File: config.mk
export PLATFORM = sky130hd
export DESIGN_NAME = av_playout_sync_judge
export DESIGN_NICKNAME = d
export VERILOG_FILES = /design/src/rtl/apsj_pkg.sv /design/src/rtl/apsj_div.sv /design/src/rtl/av_playout_sync_judge.sv
export SDC_FILE = /design/constraint.sdc
export NUM_CORES = 1
export LEC_CHECK = 0
export ABC_AREA = 0
export BUFFER_PORTS_ARGS = -buffer_cell sky130_fd_sc_hd__buf_2
export CORE_MARGIN = 1.5
export CORE_UTILIZATION = 40
export DETAILED_ROUTE_END_ITERATION = 16
export SYNTH_ARGS = -nofsm -noshare
export SYNTH_HDL_FRONTEND = slang
export SYNTH_HIERARCHICAL = 1
export SYNTH_SLANG_ARGS = --single-unit
File: constraint.sdc
create_clock -name clk_i -period 13.7 [get_ports clk_i]
set_input_delay 2.74 -clock clk_i [delete_from_list [all_inputs] [get_ports clk_i]]
set_output_delay 2.74 -clock clk_i [all_outputs]
set_load 0.02 [all_outputs]
File: src/rtl/apsj_pkg.sv
`timescale 1ns / 1ps
package apsj_pkg;

  localparam int TS_W        = 32;
  localparam int CLK_HZ_W    = 20;
  localparam int AUDIO_HZ_W  = 18;
  localparam int MS_CFG_W    = 14;
  localparam int CFG_ADDR_W  = 3;
  localparam int CFG_DATA_W  = 20;

  localparam int DIVIDEND_W  = 42;
  localparam int DIV_STEPS   = DIVIDEND_W;
  localparam int DIV_CNT_W   = 6;
  localparam int MEDIA_W     = 43;
  localparam int CE_W        = 34;
  localparam int SLACK_W     = 44;

  localparam int AUDIO_REBASE_MS = 10000;
  localparam int VIDEO_REBASE_MS = 10000;
  localparam int RUN_LIMIT       = 10;

  localparam logic [1:0] OP_AUDIO   = 2'd0;
  localparam logic [1:0] OP_VIDEO   = 2'd1;
  localparam logic [1:0] OP_RESTART = 2'd2;

  localparam logic [CFG_ADDR_W-1:0] REG_SCALE_MODE     = 3'd0;
  localparam logic [CFG_ADDR_W-1:0] REG_AUDIO_CLOCK_HZ = 3'd1;
  localparam logic [CFG_ADDR_W-1:0] REG_VIDEO_CLOCK_HZ = 3'd2;
  localparam logic [CFG_ADDR_W-1:0] REG_AUDIO_CACHE_MS = 3'd3;
  localparam logic [CFG_ADDR_W-1:0] REG_VIDEO_CACHE_MS = 3'd4;
  localparam logic [CFG_ADDR_W-1:0] REG_AUDIO_MAX_MS   = 3'd5;
  localparam logic [CFG_ADDR_W-1:0] REG_VIDEO_MAX_MS   = 3'd6;

  typedef enum logic [1:0] {
    VERDICT_PLAY = 2'd0,
    VERDICT_HOLD = 2'd1,
    VERDICT_LATE = 2'd2
  } verdict_e;

  typedef struct packed {
    logic [TS_W-1:0] abase;
    logic [TS_W-1:0] vbase;
    logic [TS_W-1:0] astart;
    logic [TS_W-1:0] vstart;
    logic            abased;
    logic            vbased;
    logic            aseen;
    logic            vseen;
    logic            ksync;
    logic [3:0]      late_run;
    logic [3:0]      early_run;
  } sync_state_t;

endpackage

File: src/rtl/apsj_div.sv
`timescale 1ns / 1ps
module apsj_div import apsj_pkg::*; (
  input  logic                  clk_i,
  input  logic                  rst_ni,
  input  logic                  start_i,
  input  logic [DIVIDEND_W-1:0] dividend_i,
  input  logic [CLK_HZ_W-1:0]   divisor_i,
  output logic                  done_o,
  output logic [DIVIDEND_W-1:0] quotient_o
);

  logic                  busy_q, busy_d;
  logic                  done_q, done_d;
  logic [DIV_CNT_W-1:0]  cnt_q, cnt_d;
  logic [CLK_HZ_W-1:0]   rem_q, rem_d;
  logic [DIVIDEND_W-1:0] quo_q, quo_d;
  logic [CLK_HZ_W-1:0]   dvs_q, dvs_d;

  logic [CLK_HZ_W:0] shifted;
  logic [CLK_HZ_W:0] trial;
  logic              fits;

  assign shifted = {rem_q, quo_q[DIVIDEND_W-1]};
  assign trial   = shifted - {1'b0, dvs_q};
  assign fits    = shifted >= {1'b0, dvs_q};

  always_comb begin
    busy_d = busy_q;
    cnt_d  = cnt_q;
    rem_d  = rem_q;
    quo_d  = quo_q;
    dvs_d  = dvs_q;
    done_d = 1'b0;
    if (start_i) begin
      busy_d = 1'b1;
      cnt_d  = DIV_CNT_W'(DIV_STEPS - 1);
      rem_d  = '0;
      quo_d  = dividend_i;
      dvs_d  = divisor_i;
    end else if (busy_q) begin
      // one restoring step per cycle
      rem_d = fits ? trial[CLK_HZ_W-1:0] : shifted[CLK_HZ_W-1:0];
      quo_d = {quo_q[DIVIDEND_W-2:0], fits};
      cnt_d = cnt_q - 1'b1;
      if (cnt_q == '0) begin
        busy_d = 1'b0;
        done_d = 1'b1;
      end
    end
  end

  always_ff @(posedge clk_i or negedge rst_ni) begin
    if (!rst_ni) begin
      busy_q <= 1'b0;
      done_q <= 1'b0;
      cnt_q  <= '0;
    end else begin
      busy_q <= busy_d;
      done_q <= done_d;
      cnt_q  <= cnt_d;
    end
  end

  always_ff @(posedge clk_i) begin
    rem_q <= rem_d;
    quo_q <= quo_d;
    dvs_q <= dvs_d;
  end

  assign done_o     = done_q;
  assign quotient_o = quo_q;

endmodule

File: src/rtl/av_playout_sync_judge.sv
`timescale 1ns / 1ps
// audio/video playout sync judge
// slave stream: one request per frame or audio clock restart; tuser carries the
// opcode and the keyframe flag, tdata the media timestamp and the wall clock
// master stream: one result per request with verdict, flush flag and slack
// config channel: register index and data, always ready, to be written while
// idle (the block does not enforce this); a scaled frame passes base, multiply,
// divide, judge and emit states, the bit-serial divider giving one quotient bit
// per cycle over 42 bits; an unscaled frame skips divide, and a first frame,
// restart or unused opcode goes from base straight to emit; one request is in
// work at a time; s_axis_tready is high only while idle, so a new request is
// taken only after the last one has left emit; the result sits in an output
// register, so the next request is accepted and worked on while the receiver
// stalls; a finished result waits in emit until the receiver takes the previous
// one; reset clears all stream state and loads the register defaults
module av_playout_sync_judge import apsj_pkg::*; (
  input  logic                  clk_i,
  input  logic                  rst_ni,
  input  logic                  cfg_valid_i,
  output logic                  cfg_ready_o,
  input  logic [CFG_ADDR_W-1:0] cfg_addr_i,
  input  logic [CFG_DATA_W-1:0] cfg_data_i,
  input  logic                  s_axis_tvalid,
  output logic                  s_axis_tready,
  input  logic [63:0]           s_axis_tdata,  // timestamp, now_ms
  input  logic [2:0]            s_axis_tuser,  // opcode, is_keyframe
  output logic                  m_axis_tvalid,
  input  logic                  m_axis_tready,
  output logic [31:0]           m_axis_tdata,  // slack_ms
  output logic [2:0]            m_axis_tuser   // verdict, flush_request
);

  localparam logic [2:0] ST_IDLE  = 3'd0;
  localparam logic [2:0] ST_BASE  = 3'd1;
  localparam logic [2:0] ST_MUL   = 3'd2;
  localparam logic [2:0] ST_DIV   = 3'd3;
  localparam logic [2:0] ST_JUDGE = 3'd4;
  localparam logic [2:0] ST_EMIT  = 3'd5;

  logic [2:0] state_q, state_d;

  logic                  scale_q;
  logic [AUDIO_HZ_W-1:0] aclk_q;
  logic [CLK_HZ_W-1:0]   vclk_q;
  logic [MS_CFG_W-1:0]   acache_q, vcache_q, amax_q, vmax_q;

  sync_state_t st_q, st_d;

  logic [1:0]      op_q, op_d;
  logic [TS_W-1:0] ts_q, ts_d;
  logic            key_q, key_d;
  logic [TS_W-1:0] now_q, now_d;

  logic                      neg_q, neg_d;
  logic signed [CE_W-1:0]    ce_q, ce_d;
  logic signed [MEDIA_W-1:0] media_q, media_d;
  verdict_e                  verdict_q, verdict_d;
  logic                      flush_q, flush_d;
  logic [31:0]               slack_q, slack_d;

  logic        m_valid_q, m_valid_d;
  verdict_e    m_verdict_q, m_verdict_d;
  logic        m_flush_q, m_flush_d;
  logic [31:0] m_slack_q, m_slack_d;

  logic                  div_start;
  logic                  div_done;
  logic [DIVIDEND_W-1:0] div_quo;

  logic                   is_video;
  logic [TS_W-1:0]        base_sel, start_sel, elapsed;
  logic [MS_CFG_W-1:0]    cache_sel, max_sel;
  logic [CLK_HZ_W-1:0]    clk_sel;
  logic [TS_W:0]          diff;
  logic [TS_W-1:0]        mag;
  logic [DIVIDEND_W-1:0]  prod;
  logic signed [CE_W-1:0] ce_calc;

  logic signed [SLACK_W-1:0] slack;
  logic                      is_late, is_play, media_big_a, media_big_v;
  logic [31:0]               slack_sat;
  logic                      rebase_a;

  assign is_video  = (op_q == OP_VIDEO);
  assign base_sel  = is_video ? st_q.vbase  : st_q.abase;
  assign start_sel = is_video ? st_q.vstart : st_q.astart;
  assign cache_sel = is_video ? vcache_q    : acache_q;
  assign max_sel   = is_video ? vmax_q      : amax_q;
  assign clk_sel   = is_video ? vclk_q      : {{(CLK_HZ_W-AUDIO_HZ_W){1'b0}}, aclk_q};

  assign diff    = {1'b0, ts_q} - {1'b0, base_sel};
  assign mag     = diff[TS_W] ? TS_W'(-diff) : diff[TS_W-1:0];
  // times 1000 as 1024 - 16 - 8
  assign prod    = {mag, 10'b0} - {6'b0, mag, 4'b0} - {7'b0, mag, 3'b0};
  assign elapsed = now_q - start_sel;
  assign ce_calc = $signed({{(CE_W-MS_CFG_W){1'b0}}, cache_sel})
                 - $signed({2'b0, elapsed});

  assign slack       = {media_q[MEDIA_W-1], media_q}
                     + {{(SLACK_W-CE_W){ce_q[CE_W-1]}}, ce_q};
  assign is_late     = slack[SLACK_W-1];
  assign is_play     = !is_late && (slack <= $signed({{(SLACK_W-MS_CFG_W){1'b0}}, max_sel}));
  assign media_big_a = media_q > $signed(MEDIA_W'(AUDIO_REBASE_MS));
  assign media_big_v = media_q > $signed(MEDIA_W'(VIDEO_REBASE_MS));

  always_comb begin
    if ((&slack[SLACK_W-1:31]) || !(|slack[SLACK_W-1:31])) begin
      slack_sat = slack[31:0];
    end else if (slack[SLACK_W-1]) begin
      slack_sat = 32'h8000_0000;
    end else begin
      slack_sat = 32'h7fff_ffff;
    end
  end

  apsj_div u_div (
    .clk_i      (clk_i),
    .rst_ni     (rst_ni),
    .start_i    (div_start),
    .dividend_i (prod),
    .divisor_i  (clk_sel),
    .done_o     (div_done),
    .quotient_o (div_quo)
  );

  always_comb begin
    state_d     = state_q;
    st_d        = st_q;
    op_d        = op_q;
    ts_d        = ts_q;
    key_d       = key_q;
    now_d       = now_q;
    neg_d       = neg_q;
    ce_d        = ce_q;
    media_d     = media_q;
    verdict_d   = verdict_q;
    flush_d     = flush_q;
    slack_d     = slack_q;
    m_valid_d   = m_valid_q;
    m_verdict_d = m_verdict_q;
    m_flush_d   = m_flush_q;
    m_slack_d   = m_slack_q;
    div_start   = 1'b0;
    rebase_a    = 1'b0;

    if (m_valid_q && m_axis_tready) begin
      m_valid_d = 1'b0;
    end

    unique case (state_q)
      ST_IDLE: begin
        if (s_axis_tvalid) begin
          op_d    = s_axis_tuser[1:0];
          key_d   = s_axis_tuser[2];
          ts_d    = s_axis_tdata[31:0];
          now_d   = s_axis_tdata[63:32];
          state_d = ST_BASE;
        end
      end
      ST_BASE: begin
        verdict_d = VERDICT_PLAY;
        flush_d   = 1'b0;
        slack_d   = '0;
        case (op_q)
          OP_AUDIO: begin
            if (!st_q.abased && !st_q.aseen) begin
              st_d.aseen = 1'b1;
              verdict_d  = VERDICT_HOLD;
              flush_d    = 1'b1;
              state_d    = ST_EMIT;
            end else begin
              if (!st_q.abased) begin
                st_d.abase  = ts_q;
                st_d.astart = now_q;
                st_d.abased = 1'b1;
              end
              state_d = ST_MUL;
            end
          end
          OP_VIDEO: begin
            if (!st_q.vbased && !st_q.vseen) begin
              st_d.vseen = 1'b1;
              verdict_d  = VERDICT_HOLD;
              flush_d    = 1'b1;
              state_d    = ST_EMIT;
            end else begin
              if (!st_q.vbased) begin
                st_d.vbase  = ts_q;
                st_d.vstart = now_q;
                st_d.vbased = 1'b1;
              end
              if (!st_q.ksync && key_q) begin
                st_d.vbase  = ts_q;
                st_d.vstart = now_q;
                st_d.ksync  = 1'b1;
              end
              state_d = ST_MUL;
            end
          end
          OP_RESTART: begin
            st_d.astart = now_q;
            state_d     = ST_EMIT;
          end
          default: begin
            state_d = ST_EMIT;
          end
        endcase
      end
      ST_MUL: begin
        ce_d  = ce_calc;
        neg_d = diff[TS_W];
        if (scale_q) begin
          div_start = 1'b1;
          state_d   = ST_DIV;
        end else begin
          media_d = $signed({{(MEDIA_W-TS_W-1){diff[TS_W]}}, diff});
          state_d = ST_JUDGE;
        end
      end
      ST_DIV: begin
        if (div_done) begin
          media_d = neg_q ? -$signed({1'b0, div_quo}) : $signed({1'b0, div_quo});
          state_d = ST_JUDGE;
        end
      end
      ST_JUDGE: begin
        flush_d = 1'b0;
        slack_d = slack_sat;
        if (is_late) begin
          verdict_d = VERDICT_LATE;
        end else if (is_play) begin
          verdict_d = VERDICT_PLAY;
        end else begin
          verdict_d = VERDICT_HOLD;
        end
        if (is_video) begin
          if (media_big_v && key_q) begin
            st_d.vbase  = ts_q;
            st_d.vstart = now_q;
          end
        end else begin
          rebase_a = media_big_a;
          if (is_late) begin
            if (({1'b0, st_q.late_run} + 5'd1) > 5'(RUN_LIMIT)) begin
              st_d.late_run = '0;
              rebase_a      = 1'b1;
            end else begin
              st_d.late_run = st_q.late_run + 4'd1;
            end
          end else if (!is_play) begin
            if (({1'b0, st_q.early_run} + 5'd1) > 5'(RUN_LIMIT)) begin
              st_d.early_run = '0;
              rebase_a       = 1'b1;
            end else begin
              st_d.early_run = st_q.early_run + 4'd1;
            end
          end
          if (rebase_a) begin
            st_d.abase  = ts_q;
            st_d.astart = now_q;
          end
        end
        state_d = ST_EMIT;
      end
      ST_EMIT: begin
        if (!m_valid_q || m_axis_tready) begin
          m_valid_d   = 1'b1;
          m_verdict_d = verdict_q;
          m_flush_d   = flush_q;
          m_slack_d   = slack_q;
          state_d     = ST_IDLE;
        end
      end
      default: begin
        state_d = ST_IDLE;
      end
    endcase
  end

  always_ff @(posedge clk_i or negedge rst_ni) begin
    if (!rst_ni) begin
      state_q   <= ST_IDLE;
      st_q      <= '0;
      m_valid_q <= 1'b0;
    end else begin
      state_q   <= state_d;
      st_q      <= st_d;
      m_valid_q <= m_valid_d;
    end
  end

  always_ff @(posedge clk_i) begin
    op_q        <= op_d;
    ts_q        <= ts_d;
    key_q       <= key_d;
    now_q       <= now_d;
    neg_q       <= neg_d;
    ce_q        <= ce_d;
    media_q     <= media_d;
    verdict_q   <= verdict_d;
    flush_q     <= flush_d;
    slack_q     <= slack_d;
    m_verdict_q <= m_verdict_d;
    m_flush_q   <= m_flush_d;
    m_slack_q   <= m_slack_d;
  end

  // register file, zero clock rates are ignored
  always_ff @(posedge clk_i or negedge rst_ni) begin
    if (!rst_ni) begin
      scale_q  <= 1'b1;
      aclk_q   <= AUDIO_HZ_W'(48000);
      vclk_q   <= CLK_HZ_W'(90000);
      acache_q <= '0;
      vcache_q <= '0;
      amax_q   <= MS_CFG_W'(100);
      vmax_q   <= MS_CFG_W'(100);
    end else if (cfg_valid_i) begin
      unique case (cfg_addr_i)
        REG_SCALE_MODE:     scale_q  <= cfg_data_i[0];
        REG_AUDIO_CLOCK_HZ: begin
          if (cfg_data_i[AUDIO_HZ_W-1:0] != '0) aclk_q <= cfg_data_i[AUDIO_HZ_W-1:0];
        end
        REG_VIDEO_CLOCK_HZ: begin
          if (cfg_data_i[CLK_HZ_W-1:0] != '0) vclk_q <= cfg_data_i[CLK_HZ_W-1:0];
        end
        REG_AUDIO_CACHE_MS: acache_q <= cfg_data_i[MS_CFG_W-1:0];
        REG_VIDEO_CACHE_MS: vcache_q <= cfg_data_i[MS_CFG_W-1:0];
        REG_AUDIO_MAX_MS:   amax_q   <= cfg_data_i[MS_CFG_W-1:0];
        REG_VIDEO_MAX_MS:   vmax_q   <= cfg_data_i[MS_CFG_W-1:0];
        default: ;
      endcase
    end
  end

  assign cfg_ready_o   = 1'b1;
  assign s_axis_tready = (state_q == ST_IDLE);
  assign m_axis_tvalid = m_valid_q;
  assign m_axis_tdata  = m_slack_q;
  assign m_axis_tuser  = {m_flush_q, m_verdict_q};

endmodule

==> run_results.csv, run 1 <==
group,metric,value,unit
outcome,status,"complete, no violations",
hold_path,hold_class,"reg -> reg",
global_route,grt_pass1_wl,139.5,mm
final_layout,areaGrowthSynthToFinish,11.32,%
placement,place_congestion,0.9380,
synth,synth_edf_count,276,
clock_tree,htreeDepth,2,
clock_tree,clk-insertion-delay-late,0.68,ns
synth,syn-instance-count,3328,
placement,post-place-ws,4.910,ns
critical_path,path_max_fanout,29,
floorplan,io_pins,133,
global_route,grt_use_met1,28.07,%
synth,yosys.area.top_type_share,23.79,%
detailed_routing,vias,25610,
global_route,grt_use_met3,2.997,%
global_route,antenna_found_initial,1,
synth,synth-seq-cells,544,
timing,min_period_over_period,65.47,%
clock_tree,cts.sinks,544,
global_route,grt_overflow,0,
detailed_routing,wl_per_cell,19.24,um
run,max_cap_violations,0,
critical_path,slowest_delay,0.55,ns
timing,rsz0062_at_grt,"false",
synth,synthTopCellsByArea,"edfxtp_1 24%, dfrtp_1 16%, mux2_2 8.5%",
clock_tree,post_cts_buffers,0,
timing,tns,0,ns
detailed_routing,wl,89.05,mm
synth,synth_area_per_cell,10.47,um2
synth,synthFlopType,"edfxtp_1",
timing,slew_viol_final,0,
timing,finalCriticalPeriod,8.970,ns
clock_tree,clockBufferDepth,3,
global_route,grt_pass1_vias,24410,
floorplan,dieArea,88870,um2
final_layout,fin_nets,3751,
synth,syn_area,34840,um2
detailed_routing,viasPerCell,5.532,
clock_tree,cts_buffers,60,
global_route,track_usage,19.67,%
placement,dp_hpwl,67.11,mm
synth,async_flop_share,45.59,%
critical_path,end_kind,"flop",
timing,maxSlewHeadroom,21.84,%
timing,hold_violations,0,
critical_path,crit_required,14.11,ns
timing,fin_ws,4.730,ns
floorplan,die_x,298.1,um
detailed_routing,ant_nets,0,
clock_tree,cts_tree,"done",
timing,tightestPinTransition,1.143,ns
detailed_routing,dr.pass1.iters,6,
floorplan,initial_core_util,40.28,%
synth,yosysTopAreaCell,"edfxtp_1",
placement,portBuffers,131,
critical_path,crit_slowest_cell,"nand2b_4",
clock_tree,cts-root-buf,"clkbuf_16",
timing,finalSetupViolCount,0,
floorplan,rows,108,
synth,yosysMostFrequentCell,"nand2_1",
critical_path,critPathLaunchType,"flop",
synth,synth_warnings,6,
detailed_routing,remaining_drc_errors,0,
floorplan,placeableCoreArea,86480,um2
global_route,busiest_layer,"met2",
clock_tree,holdBufCountCts,0,
critical_path,worst_ep_arrival_time,9.38,ns
clock_tree,ctsResizeCount,0,
clock_tree,path_clk_slew,0.06,ns
detailed_routing,drt_iter0_drc,1789,
timing,fin_skew,0.04366,ns
global_route,grtUsageMet2,31.10,%
final_layout,drive_gt1_share,17.33,%
synth,yosysSeqAreaShare,42.84,%
synth,synth.distinct_cells,108,
timing,fmax,0.1115,GHz
global_route,grt_max_degree,127,
floorplan,die_y,298.1,um
synth,netlist_top_cells_count,"301 x nand2_1, 276 x edfxtp_1, 264 x mux2_2, 239 x a21oi_1, 225 x dfrtp_1",
final_layout,antenna_cells,0,
critical_path,crit_type,"reg -> reg",
==> layer usage <==
metal,part of all wire (%),routed length [um]
met1,48,42680
met2,45,39960
met3,4.9,4336
met4,2.3,2070
met5,0,0
==> sequential cells by signal, indices dropped and copies added, names as in the netlist, 2 cells and up <==
register          flops
op_q                  2
slack_q              32
vclk_q               20
verdict_q             2
u_div/quotient_o     42
st_q                141
state_q               3
amax_q               14
u_div/cnt_q           6
m_verdict_q           2
ce_q                 33
u_div/rem_q          20
vcache_q             14
vmax_q               14
u_div/dvs_q          20
m_axis_tdata         32
ts_q                 32
aclk_q               18
now_q                32
media_q              43
acache_q             14
==> worst max-delay path: cells and delay by family (launching register included) <==
kind                       cells  cell delay (ns)
DFF                            1             0.47
AOI/OAI and AO/OA             15             3.49
xor gates and xnor gates       2             0.44
buffers and inverters          4             0.81
and+or+nand+nor                6             1.63
adders and majority gates      4             1.61
muxes                          1             0.27
==> per-stage QoR <==
| step | hold slack, ns | cell area (um2) | std cells | util (%) |
|---|---|---|---|---|
| 4_1_cts | 0.4110 | 38780 | 4629 | 44.84 |
| 6_report | 0.4187 | 38780 | 4629 | 44.84 |
| 5_1_grt | 0.4223 | 38780 | 4629 | 44.84 |
| 2_1_floorplan | 0.4003 | 34840 | 3330 | - |
| 3_5_place_dp | 0.4045 | 36710 | 4515 | 42.45 |
| 3_3_place_gp | 0.4005 | 36710 | 4515 | 42.45 |
==> worst paths after layout <==
path / startpoint / to / slack, ns / cells after the start
max in group asynchronous: rst_ni / st_q[137] / 9.69 / 3
min in group asynchronous: rst_ni / u_div/cnt_q[0] / 1.99 / 1
worst min-delay path: slack_q[9] / m_axis_tdata[9] / 0.42 / 0
worst min register to register: slack_q[9] / m_axis_tdata[9] / 0.42 / 0
worst max register to register: op_q[1] / u_div/quotient_o[39] / 4.73 / 32
worst max-delay path: op_q[1] / u_div/quotient_o[39] / 4.73 / 32
==> cells in the final DEF, fill, tap and decap left out, types with 96 or more instances in the layout <==
| cell type | count |
|---|---|
| nand2_1 | 301 |
| edfxtp_1 | 276 |
| mux2_2 | 264 |
| a21oi_1 | 237 |
| dfrtp_1 | 225 |
| ha_1 | 212 |
| nor2_1 | 163 |
| o21ai_0 | 159 |
| inv_1 | 153 |
| xnor2_1 | 132 |
| buf_2 | 130 |
| xor2_1 | 113 |
| mux2i_1 | 96 |
==> area by class of cell <==
cell class | count | area (um2)
multi-input combinational | 2509 | 18920
inverter | 154 | 578.1
timing repair buffer | 153 | 843.3
tap | 1155 | 1445
sequential | 544 | 14920
clock inverter | 37 | 454.2
fill | 8229 | 47700
clock buffer | 77 | 1615
==> logic make-up after synthesis <==
group	share of synthesized area [%]
XOR/XNOR	6.411
other	0.02156
flip-flops	42.84
multiplexers	11.29
AO/OA/AOI/OAI	15.05
AND/OR/NAND/NOR	12.36
adder cells (fa/ha/maj)	8.878
buffers and inverters	3.157
Power of run 1 is not shown: default switching activity piles up to over one toggle a cycle in this logic, so the estimate is an artifact.
==> inputs of run 2 (changes only) <==
==> constraint.sdc (replaced) <==
create_clock -name clk_i -period 8.6 [get_ports clk_i]
set_input_delay 1.72 -clock clk_i [delete_from_list [all_inputs] [get_ports clk_i]]
set_output_delay 1.72 -clock clk_i [all_outputs]
set_load 0.02 [all_outputs]
==> run_results.csv, run 2 (synthesized netlist as in run 1, its figures left out) <==
group,metric,value,unit
outcome,status,"complete, no violations",
timing,tns,0,ns
timing,slew_viol_final,0,
detailed_routing,wl_per_cell,19.40,um
run,max_cap_violations,0,
timing,fin_skew,0.04052,ns
timing,tightestPinTransition,1.212,ns
critical_path,path_common_cell,"a21oi_1",
clock_tree,path_clk_slew,0.06,ns
final_layout,antenna_cells,0,
timing,maxSlewHeadroom,17.08,%
final_layout,final_common_cell,"nand2_1",
final_layout,final.fill_count,8264,
clock_tree,cts.sinks,544,
placement,dp_hpwl,67.78,mm
clock_tree,cts_tree,"done",
critical_path,slowest_delay,0.65,ns
detailed_routing,dr.pass1.iters,6,
global_route,grt_max_degree,144,
clock_tree,ctsResizeCount,0,
critical_path,crit_type,"reg -> reg",
clock_tree,htreeDepth,3,
final_layout,fin_nets,3764,
clock_tree,cts_buffers,66,
detailed_routing,vias,25730,
floorplan,die_x,298.1,um
timing,fmax,0.1240,GHz
global_route,grt_pass1_vias,24940,
floorplan,die_y,298.1,um
placement,dp_cells,4522,
final_layout,seq_area,14920,um2
floorplan,initial_core_util,40.28,%
final_layout,largest_register,"st_q",
clock_tree,clk-insertion-delay-late,0.63,ns
detailed_routing,drt_iter0_drc,1885,
clock_tree,post_cts_buffers,0,
placement,portBuffers,131,
clock_tree,clockBufferDepth,3,
clock_tree,cts-root-buf,"clkbuf_16",
global_route,antenna_found_initial,1,
final_layout,final_cell_count_no_fill,4644,
floorplan,placeableCoreArea,86480,um2
final_layout,drive_gt1_share,17.77,%
critical_path,end_kind,"flop",
detailed_routing,ant_nets,0,
critical_path,path_max_fanout,12,
hold_path,hold_class,"reg -> reg",
floorplan,rows,108,
placement,place_congestion,0.9499,
timing,finalSetupViolCount,0,
floorplan,dieArea,88870,um2
final_layout,layout_common_cells,"301 x nand2_1, 276 x edfxtp_1, 264 x mux2_2, 237 x a21oi_1, 225 x dfrtp_1",
final_layout,multi_input_area,18920,um2
floorplan,io_pins,133,
detailed_routing,remaining_drc_errors,0,
timing,rsz0062_at_grt,"false",
critical_path,worst_ep_arrival_time,8.43,ns
timing,finalCriticalPeriod,8.062,ns
critical_path,crit_slowest_cell,"nor3_1",
critical_path,critPathLaunchType,"flop",
detailed_routing,wl,90.10,mm
global_route,grt_overflow,0,
final_layout,largest_reg_flops,141,
clock_tree,holdBufCountCts,0,
global_route,grt_pass1_wl,142.6,mm
timing,hold_violations,0,
timing,min_period_over_period,93.74,%
detailed_routing,viasPerCell,5.541,
final_layout,areaGrowthSynthToFinish,12.21,%
critical_path,crit_required,8.96,ns
global_route,track_usage,20.04,%
run 2: per-layer routing:
layer  global-route usage, %  vias to the layer above  wire length, um
met2                   31.63                      583            40440
li1                        -                    12470                -
met1                   28.41                    12560            42970
met3                   3.201                      123             4503
met5                       0                        -                0
met4                   5.535                        0             2190
run 2: area by class of cell:
type                            count  area share, %
Clock buffer                       86          4.654
Clock inverter                     36          1.290
Inverter                          154          1.479
Multi-Input combinational cell   2509          48.40
Sequential cell                   544          38.18
Tap cell                         1155          3.697
Timing Repair Buffer              160          2.301
run 2: worst max-delay path, delay by kind of cell, from the launching register on:
| family | cells | cell delay, ns |
|---|---|---|
| and+or+nand+nor | 10 | 2.64 |
| AOI/OAI and AO/OA | 11 | 2.22 |
| adders and majority gates | 4 | 1.60 |
| xor gates and xnor gates | 2 | 0.53 |
| DFF | 1 | 0.46 |
| muxes | 1 | 0.27 |
| buffers and inverters | 1 | 0.07 |
run 2: per-stage QoR:
| stage | util (%) | hold slack [ns] | setup WS [ns] | cell area [um2] |
|---|---|---|---|---|
| floorplan | - | 0.4003 | 0.7764 | 34840 |
| global placement | 42.51 | 0.4022 | 0.7826 | 36760 |
| detailed placement | 42.51 | 0.4045 | 0.6364 | 36760 |
| CTS | 45.20 | 0.4179 | 0.6340 | 39090 |
| global route | 45.20 | 0.4245 | 0.02019 | 39090 |
| finish | 45.20 | 0.4189 | 0.5382 | 39090 |
run 2: final timing paths:
check	endpoint	depth (start not counted)	start	slack, ns
setup / recovery	u_div/quotient_o[40]	29	op_q[1]	0.54
hold / removal	m_axis_tdata[5]	0	slack_q[5]	0.42
setup reg to reg	u_div/quotient_o[40]	29	op_q[1]	0.54
hold reg to reg	m_axis_tdata[5]	0	slack_q[5]	0.42
max in group asynchronous	st_q[137]	2	rst_ni	6.00
min in group asynchronous	vclk_q[18]	1	rst_ni	1.18
Power of run 2 is left out for the same reason.
